**config.mk**
```make
export PLATFORM = sky130hd
export DESIGN_NAME = gvn_div
export DESIGN_NICKNAME = d
export VERILOG_FILES = /design/src/rtl/gvn_pkg.sv /design/src/rtl/gvn_div.sv
export SDC_FILE = /design/constraint.sdc
export NUM_CORES = 1
export LEC_CHECK = 0
export BUFFER_PORTS_ARGS = -buffer_cell sky130_fd_sc_hd__buf_4
export CAP_MARGIN = 5
export CORE_MARGIN = 1
export CORE_UTILIZATION = 57
export CTS_CLUSTER_SIZE = 40
export DETAILED_ROUTE_END_ITERATION = 7
export GPL_TIMING_DRIVEN = 0
export PLACE_DENSITY = 0.78
export SLEW_MARGIN = 25
export SYNTH_ARGS = -nofsm -noshare
export SYNTH_HDL_FRONTEND = slang
export SYNTH_SLANG_ARGS = --single-unit
export TNS_END_PERCENT = 10
```
**constraint.sdc**
```tcl
create_clock -name clk -period 3.5 [get_ports clk]
set_clock_uncertainty 0.2 [all_clocks]
set_input_delay 0.35 -clock clk [delete_from_list [all_inputs] [get_ports clk]]
set_output_delay 0.35 -clock clk [all_outputs]
set_load 0.02 [all_outputs]
```
**src/rtl/gvn_pkg.sv**
```systemverilog
`timescale 1ns / 1ps
package gvn_pkg;

  localparam int COORD_BITS      = 10;
  localparam int MAX_CELLS       = 256;
  localparam int PTS_PER_CELL    = 4;
  localparam int CELL_BITS       = $clog2(MAX_CELLS);
  localparam int SLOT_BITS       = $clog2(PTS_PER_CELL);
  localparam int CNT_BITS        = $clog2(PTS_PER_CELL + 1);
  localparam int ADDR_BITS       = CELL_BITS + SLOT_BITS;
  localparam int LABEL_BITS      = 16;
  localparam int DIST_BITS       = 17;
  localparam int SQ_BITS         = 2 * COORD_BITS + 1;
  localparam int MSIZE_BITS      = 7;
  localparam int MCNT_BITS       = 5;
  localparam int GRID_BITS       = 4;
  localparam int DIV_CNT_BITS    = $clog2(COORD_BITS + 1);

  localparam logic [MSIZE_BITS-1:0] MSIZE_MAX = MSIZE_BITS'(64);
  localparam logic [MCNT_BITS-1:0]  MCNT_MAX  = MCNT_BITS'(16);
  localparam logic [DIST_BITS-1:0]  DIST_SAT  = {DIST_BITS{1'b1}};

  typedef enum logic [1:0] {
    KIND_CLEAR = 2'd0,
    KIND_LOAD  = 2'd1,
    KIND_QUERY = 2'd2,
    KIND_NONE  = 2'd3
  } kind_t;

  typedef enum logic [1:0] {
    ST_OK      = 2'd0,
    ST_FULL    = 2'd1,
    ST_OUTSIDE = 2'd2
  } status_t;

  typedef enum logic [2:0] {
    REG_MWIDTH  = 3'd0,
    REG_MHEIGHT = 3'd1,
    REG_MCOLS   = 3'd2,
    REG_MROWS   = 3'd3
  } reg_idx_t;

  typedef struct packed {
    logic [COORD_BITS-1:0] x;
    logic [COORD_BITS-1:0] y;
    logic [LABEL_BITS-1:0] label;
  } point_t;

  typedef struct packed {
    logic                 clr;
    logic                 cnt_rd;
    logic                 cnt_we;
    logic [CELL_BITS-1:0] cnt_addr;
    logic [CNT_BITS-1:0]  cnt_wdata;
    logic                 pt_rd;
    logic                 pt_we;
    logic [ADDR_BITS-1:0] pt_addr;
    point_t               pt_wdata;
  } store_req_t;

endpackage

```
**src/rtl/gvn_div.sv**
```systemverilog
`timescale 1ns / 1ps
module gvn_div
  import gvn_pkg::*;
(
  input  logic                  clk,
  input  logic                  rst_n,
  input  logic                  start,
  input  logic [COORD_BITS-1:0] dividend,
  input  logic [MSIZE_BITS-1:0] divisor,
  output logic                  done,
  output logic [COORD_BITS-1:0] quotient
);

  logic [COORD_BITS-1:0]   dvd_r;
  logic [MSIZE_BITS-1:0]   dvs_r;
  logic [MSIZE_BITS-1:0]   rem_r;
  logic [DIV_CNT_BITS-1:0] cnt_r;
  logic                    busy_r;
  logic                    done_r;
  logic [MSIZE_BITS:0]     trial;
  logic                    ge;

  assign trial    = {rem_r, dvd_r[COORD_BITS-1]};
  assign ge       = trial >= {1'b0, dvs_r};
  assign done     = done_r;
  assign quotient = dvd_r;

  always_ff @(posedge clk) begin
    if (!rst_n) begin
      busy_r <= 1'b0;
      done_r <= 1'b0;
      cnt_r  <= '0;
    end else begin
      done_r <= 1'b0;
      if (start) begin
        busy_r <= 1'b1;
        cnt_r  <= '0;
        dvd_r  <= dividend;
        dvs_r  <= divisor;
        rem_r  <= '0;
      end else if (busy_r) begin
        rem_r <= ge ? MSIZE_BITS'(trial - {1'b0, dvs_r}) : trial[MSIZE_BITS-1:0];
        dvd_r <= {dvd_r[COORD_BITS-2:0], ge};
        cnt_r <= cnt_r + 1'b1;
        if (cnt_r == DIV_CNT_BITS'(COORD_BITS - 1)) begin
          busy_r <= 1'b0;
          done_r <= 1'b1;
        end
      end
    end
  end

endmodule

```
# Word level (Yosys, flattened, before mapping)
# Index checks and enable logic that the tools add are counted.
# op_classes
add_sub_neg,2
n_lt_le_gt_ge,1
n_eq_ne,1
n_mux,8
bitwise,2
n_reduce_logical,5
# op_table
cell,count
$mux 10,2
$mux 7,2
$ge 8x7->1,1
$sub 7x7->7,1
$add 4x1->4 const B,1
$eq 4x4->1 const B,1
$mux 1,4
$reduce_and 2->1,2
$reduce_or 3->1,1
$not 1->1,2
$reduce_bool 2->1,1
$reduce_or 2->1,1
# word_totals
ff_bits,30
input_bits,20
out_inout_bits,11
wordCells,25

# Depth between registers and ports, before layout
# Gate-level depths: netlist of the first run.
# depth
depth_word,4
depth_mapped,8
mapped_depth_nobuf,8

# Worst setup path after synthesis of the first run
# Ideal clock, no wire load.
# synth_timing
path_kind,register -> register
startpoint,"register dvd_r[9], in the netlist quotient[9]"
endpoint,"register rem_r[6], data pin"
setup_time_ps,141
arrival_ps,2018
t_required_ps,3159
path_slack_ps,1141
path_stages_with_launch,9
path_buffers,0
synth_period_minus_slack_ps,2359
path_cell_list,edfxtp_1 > inv_1 > ha_1 > fa_1 > nand2b_1 > o2bb2ai_2 > a31o_4 > a22o_1 > a21oi_2
# synth_between
elab_chain_cells,3
word_cells_on_any_way,4
classes_between,add/sub: 1; order compare: 1; mux: 2
# synth_rtl
element,line_no,source
"start, declared",gvn_div.sv:14,logic [COORD_BITS-1:0] dvd_r;
"start signal, assigned",gvn_div.sv:38,dvd_r <= dividend;
"start signal, assigned",gvn_div.sv:43,"dvd_r <= {dvd_r[COORD_BITS-2:0], ge};"
$sub 7x7->7 / $ge 8x7->1 (equally long branches),"gvn_div.sv:42, gvn_div.sv:24",
$mux 7 *,gvn_div.sv:42,"rem_r <= ge ? MSIZE_BITS'(trial - {1'b0, dvs_r}) : trial[MSIZE_BITS-1:0];"
$mux 7 *,gvn_div.sv:41,end else if (busy_r) begin
"end signal, assigned",gvn_div.sv:42,
"end, declared",gvn_div.sv:16,logic [MSIZE_BITS-1:0] rem_r;
# Mark *: on every way between the ends. The rest lies on a longest branch, timed or not. The select of a mux whose other input is x is not followed.
# A chain may end at the register's enable or synchronous reset.

# Worst setup path after layout of the first run
# Ends and elaborated chain as after synthesis.

==> qor.csv, run 1 <==
stage;metric;value;unit
synthesis;synth_cell_type_count;43;
drt;vias;1187;
placed_design;place_inst;194;
drt;wl_per_cell;14.8;µm
synthesis;synth_cells;135;
floorplanning;start_util;62.4;%
flow_run;maxCapViolations;0;
global_route;antenna_found_initial;0;
timing;timing.fmax;0.412;GHz
synthesis;synth_top_area_share;45.0;%
cts;cts_buffers;5;
drt;totalWireLength;3100;µm
drt;drtPass1Iterations;4;
placed_design;dp_hpwl;2220;µm
cts;clkSlewWorstSetupHoldPaths;90;ps
synthesis;synth_edf_count;24;
cts;hold_buffers;7;
floorplanning;die_h;55.0;µm
setup_path;cpMaxStageDelayCell;fa_1;
timing;fin_crit_sh;69.3;%
timing;finalHoldViolations;0;
setup_path;regToRegEndpoint;rem_r[6];
cells_and_area;stdcell_area;2010;µm²
synthesis;synth.net_count;165;
synthesis;ys_ff_latch;30;
synthesis;ys_seq_area_share;52.5;%
cts;cts_resized;0;
worst_hold_path;hp-class;in2reg;
worst_hold_path;holdCritStartpoint;dividend[8];
drt;antenna_left;0;
global_route;gr-total-overflow;0;
setup_path;ff2ff_setup_slack;1080;ps
timing;setup_ws;1080;ps
timing;fin_setup_tns;0;ps
pwr;p_total;0.913;mW
worst_hold_path;hold_path_end;quotient[8];
setup_path;r2r_cells;8;
timing;slew_headroom;49.3;%
pwr;leakage;0.810;nW
synthesis;ys.flop_type;edfxtp_1;
drt;drt_iter0_drc;18;
setup_path;worstPathArrival;2410;ps
synthesis;netlist_area;1600;µm²
synthesis;yosysWarnings;0;
drt;drc;0;
setup_path;endpoint_kind;flip-flop;
cells_and_area;drive_above_1_share;27.9;%
cells_and_area;finish.utilization;78.1;%
placed_design;port_buffers;29;
pwr;vdd_drop_max;0.543;mV
timing;finalSetupViolCount;0;
setup_path;critPathRequiredTime;3490;ps
floorplanning;core-area;2570;µm²
synthesis;synth_top_area_cell;edfxtp_1;
timing;hold_ws;107;ps
cells_and_area;nets;208;
setup_path;worstSetupPathType;reg2reg;
floorplanning;io_pins;31;
cts;clockBufferDepth;2;
cts;h-tree-depth;2;
synthesis;synth_async_sr_flop_share;0;%
setup_path;reg2reg_from;quotient[9];
floorplanning;die_w;55.0;µm
timing;max_slew.worst_pin.slew;760;ps
cells_and_area;layout_common_cells;29 x buf_4, 24 x edfxtp_1, 12 x inv_1;
cts;post-cts-setup-buffers;0;
floorplanning;row_count;18;
global_route;grt_max_degree;19;
timing;rsz0062_at_grt;false;
cts;cts.sinks;30;
placed_design;post-place-ws;1100;ps
global_route;grt_pass1_vias;1105;
setup_path;crit_chain;inv_1 > ha_1 > fa_1 > nand2b_1 > o2bb2ai_2 > a31o_4 > a22o_1 > a21oi_2;
cts;insertion_delay;340;ps
floorplanning;die_area;3030;µm²
cells_and_area;fin_cells;209;
cells_and_area;nFillCells;160;
global_route;grt_usage;23.3;%
drt;avgViaCountPerCell;5.68;
setup_path;critPathMaxFanout;7;
timing;period_needed;2420;ps
global_route;grt_pass1_wl;4750;µm
pwr;p_per_area;455;nW/µm²
cells_and_area;final_common_cell;buf_4;
setup_path;cp-start-kind;flip-flop;
setup_path;cp_slowest_stage_delay;400;ps
cts;cts_root_buffer;clkbuf_4;
cts;cts_tree;built;
placed_design;gp_congestion;0.723;
timing;slew_violations;0;
cells_and_area;syn_to_final_growth;25.1;%
cells_and_area;diodes;0;
synthesis;synthTopCellsByArea;edfxtp_1 45%, dfxtp_1 7.5%, ha_1 7.0%, mux2_1 4.9%, inv_1 2.8%;
synthesis;synth_area_per_cell;11.9;µm²
outcome;outcome;finished clean;
placed_design;place_area;1860;µm²
worst_hold_path;hold_depth;2;
[metal layers]
| metal | global-route usage, % | vias up | routed length (µm) |
|---|---|---|---|
| met5 | 0 | - | 0 |
| met4 | 10.0 | 0 | 53 |
| met3 | 7.92 | 5 | 113 |
| met2 | 40.4 | 24 | 1550 |
| met1 | 25.9 | 571 | 1380 |
| li1 | - | 587 | - |
[Yosys cell counts, types with 2 or more instances]
library cell,count
edfxtp_1,24
inv_1,12
ha_1,9
mux2_1,7
a21oi_1,6
dfxtp_1,6
nor2_1,6
nand3_1,5
nor3_1,5
nand2_1,4
a211oi_1,3
mux2_2,3
o21a_1,3
o21ai_1,3
xnor2_1,3
clkbuf_1,2
mux2i_1,2
nand2b_1,2
nand4_1,2
nor4_1,2
o21ai_0,2
o31a_1,2
xor2_1,2
[final cells by class]
cell class	instances	area, µm²	share of cell area, %
plain buffers	4	23.8	1.19
clock buffers	5	37.5	1.87
clock inverters	3	40.0	2.00
inverters	13	48.8	2.43
multi-input cells	88	689	34.4
flip-flops and latches	30	841	41.9
well taps	30	37.5	1.87
repair buffers	36	288	14.3
[power breakdown]
| part | leakage (nW) | switching, mW | internal [mW] |
|---|---|---|---|
| registers | 0.278 | 0.0126 | 0.416 |
| clock network | 0.0450 | 0.120 | 0.148 |
| logic | 0.487 | 0.115 | 0.102 |
[cell families after synthesis]
family | count (synthesis) | share of synthesized area, %
adder cells (fa/ha/maj) | 10 | 8.27
AND/OR/NAND/NOR | 33 | 10.6
buffers and inverters | 17 | 4.53
flip-flops | 30 | 52.5
AO/OA/AOI/OAI | 28 | 13.1
XOR/XNOR | 5 | 2.73
multiplexers | 12 | 8.27
[worst max-delay path by stage]
stage / start / end
global placement: quotient[9] / rem_r[6]
finish: quotient[9] / rem_r[6]
floorplan: quotient[9] / rem_r[6]
global route: quotient[9] / rem_r[5]
CTS: quotient[9] / rem_r[1]
detailed placement: quotient[9] / rem_r[1]
[sequential cells by signal, indices dropped and copies added, names as in the netlist]
register,flops
dvs_r,7
quotient,10
rem_r,7
busy_r,1
cnt_r,4
done,1
[critical path: cells and delay by family, from the launching register on]
| kind | cells | cell delay (ps) |
|---|---|---|
| fa+ha+maj | 2 | 630 |
| simple gates | 1 | 180 |
| buf+inv | 1 | 60 |
| compound gates | 4 | 820 |
| flops | 1 | 390 |
Note: power is estimated with default switching activity, not from simulation.
==> run 2: changes to the inputs <==
--- a/config.mk
+++ b/config.mk
@@ -8,11 +8,11 @@
 export BUFFER_PORTS_ARGS = -buffer_cell sky130_fd_sc_hd__buf_4
 export CAP_MARGIN = 5
 export CORE_MARGIN = 1
-export CORE_UTILIZATION = 57
+export CORE_UTILIZATION = 49
 export CTS_CLUSTER_SIZE = 40
 export DETAILED_ROUTE_END_ITERATION = 7
 export GPL_TIMING_DRIVEN = 0
-export PLACE_DENSITY = 0.78
+export PLACE_DENSITY = 0.71
 export SLEW_MARGIN = 25
 export SYNTH_ARGS = -nofsm -noshare
 export SYNTH_HDL_FRONTEND = slang
==> constraint.sdc (replaced) <==
create_clock -name clk -period 2 [get_ports clk]
set_clock_uncertainty 0.2 [all_clocks]
set_input_delay 0.2 -clock clk [delete_from_list [all_inputs] [get_ports clk]]
set_output_delay 0.2 -clock clk [all_outputs]
set_load 0.02 [all_outputs]
==> run 2 against run 1 <==
The run now ends with setup timing left. Sequential power up 75%. Clock power up 25%. Hold slack worse by 65 ps. Final cell count up 13%. Sequential cell count unchanged. Combinational power up 110%. Highest routed layer unchanged. Via count up 5.8%. Sequential share of layout area down 3.4 points.
==> qor.csv, run 2 (synthesis gave the netlist of run 1 again) <==
stage;metric;value;unit
placed_design;gp_congestion;0.879;
global_route;grt_max_degree;19;
outcome;violations;setup timing;
flow_run;maxCapViolations;0;
cells_and_area;fin_cells;237;
setup_path;ff2ff_setup_slack;-240;ps
floorplanning;die_h;59.2;µm
cts;cts.sinks;30;
pwr;leakage;0.872;nW
cells_and_area;nFillCells;225;
drt;drtPass1Iterations;4;
cts;insertion_delay;320;ps
pwr;p_total;1.53;mW
cts;cts_tree;built;
placed_design;dp_hpwl;2140;µm
floorplanning;core-area;3080;µm²
timing;hold_ws;41.5;ps
cts;clkSlewWorstSetupHoldPaths;100;ps
timing;max_slew.worst_pin.slew;781;ps
global_route;grt_pass1_vias;1215;
setup_path;worstSetupPathType;reg2reg;
global_route;gr-total-overflow;0;
floorplanning;die_area;3500;µm²
timing;fin_setup_tns;-1270;ps
global_route;antenna_found_initial;0;
outcome;outcome;finished, violations left;
timing;slew_headroom;47.9;%
cells_and_area;nets;222;
drt;avgViaCountPerCell;5.30;
timing;setup_ws;-237;ps
floorplanning;row_count;20;
floorplanning;io_pins;31;
timing;finalHoldViolations;0;
setup_path;critPathMaxFanout;7;
cts;cts_root_buffer;clkbuf_4;
setup_path;endpoint_kind;flip-flop;
global_route;grt_usage;21.9;%
drt;totalWireLength;3460;µm
floorplanning;die_w;59.2;µm
placed_design;port_buffers;29;
timing;period_needed;2240;ps
timing;rsz0062_at_grt;true;
cells_and_area;syn_to_final_growth;36.3;%
pwr;p_per_area;700;nW/µm²
setup_path;worstPathArrival;2210;ps
timing;timing.fmax;0.447;GHz
cts;clockBufferDepth;2;
drt;wl_per_cell;14.6;µm
timing;finalSetupViolCount;8;
placed_design;place_inst;208;
cts;cts_buffers;5;
pwr;vdd_drop_max;0.406;mV
floorplanning;start_util;52.1;%
cells_and_area;largest_reg_flops;10;
cells_and_area;final_common_cell;buf_4;
timing;fin_crit_sh;112;%
timing;slew_violations;0;
placed_design;post-place-ws;-263;ps
setup_path;cp-start-kind;flip-flop;
worst_hold_path;hp-class;in2reg;
global_route;grt_pass1_wl;5520;µm
cells_and_area;drive_above_1_share;29.5;%
setup_path;critPathRequiredTime;1980;ps
cells_and_area;diodes;0;
drt;vias;1256;
cts;h-tree-depth;2;
drt;antenna_left;0;
cells_and_area;layout_common_cells;32 x buf_4, 24 x edfxtp_1, 17 x dlygate4sd3_1;
drt;drc;0;
drt;drt_iter0_drc;79;
[run 2: stage by stage]
stage / instance area, µm² / util [%]
finish: 2180 / 71.0
global route: 2180 / 71.0
CTS: 2150 / 70.0
detailed placement: 1900 / 61.7
global placement: 1900 / 61.7
floorplan: 1630 / -
[run 2: what timing repair did]
action / 4_1_cts / 5_1_grt
buffers inserted: 3 / 1
resized for setup: 1 / 4
hold endpoints to repair: 17 / 0
hold buffers: 17 / 0
pin swaps: 5 / 7
endpoints found under the setup margin: 8 / 8
[run 2: final timing paths]
check	startpoint	endpoint	depth (start not counted)
setup / recovery	dvs_r[0]	rem_r[6]	7
hold / removal	rst_n	cnt_r[2]	3
setup reg to reg	dvs_r[0]	rem_r[6]	7
hold reg to reg	cnt_r[2]	done	1
[run 2: routing by layer]
metal / up-vias / global-route usage, % / share of wire [%]
met5: - / 0 / 0
met4: 0 / 8.16 / 0.92
met1: 582 / 25.3 / 41
met2: 53 / 37.7 / 51
li1: 616 / - / -
met3: 5 / 6.99 / 7.5
[run 2: area by class of cell]
class,count,area (µm²),share of cell area (%)
Buffer,4,23.8,1.09
Tap cell,44,55.1,2.52
Sequential cell,30,841,38.5
Clock buffer,6,41.3,1.89
Clock inverter,2,8.76,0.401
Multi-Input combinational cell,88,744,34.1
Timing Repair Buffer,50,422,19.3
Inverter,13,48.8,2.23
[run 2: report_power, final]
part	internal [mW]	switching, mW
logic	0.221	0.224
clock network	0.132	0.202
registers	0.728	0.0230
total	1.08	0.449
[run 2: critical path: stages, from the launching register on]
cell and delay (ps):
edfxtp_1 430, ha_4 190, fa_2 330, nand2b_4 150
o2bb2ai_4 160, a31o_4 260, a22o_1 230, a21oi_2 140
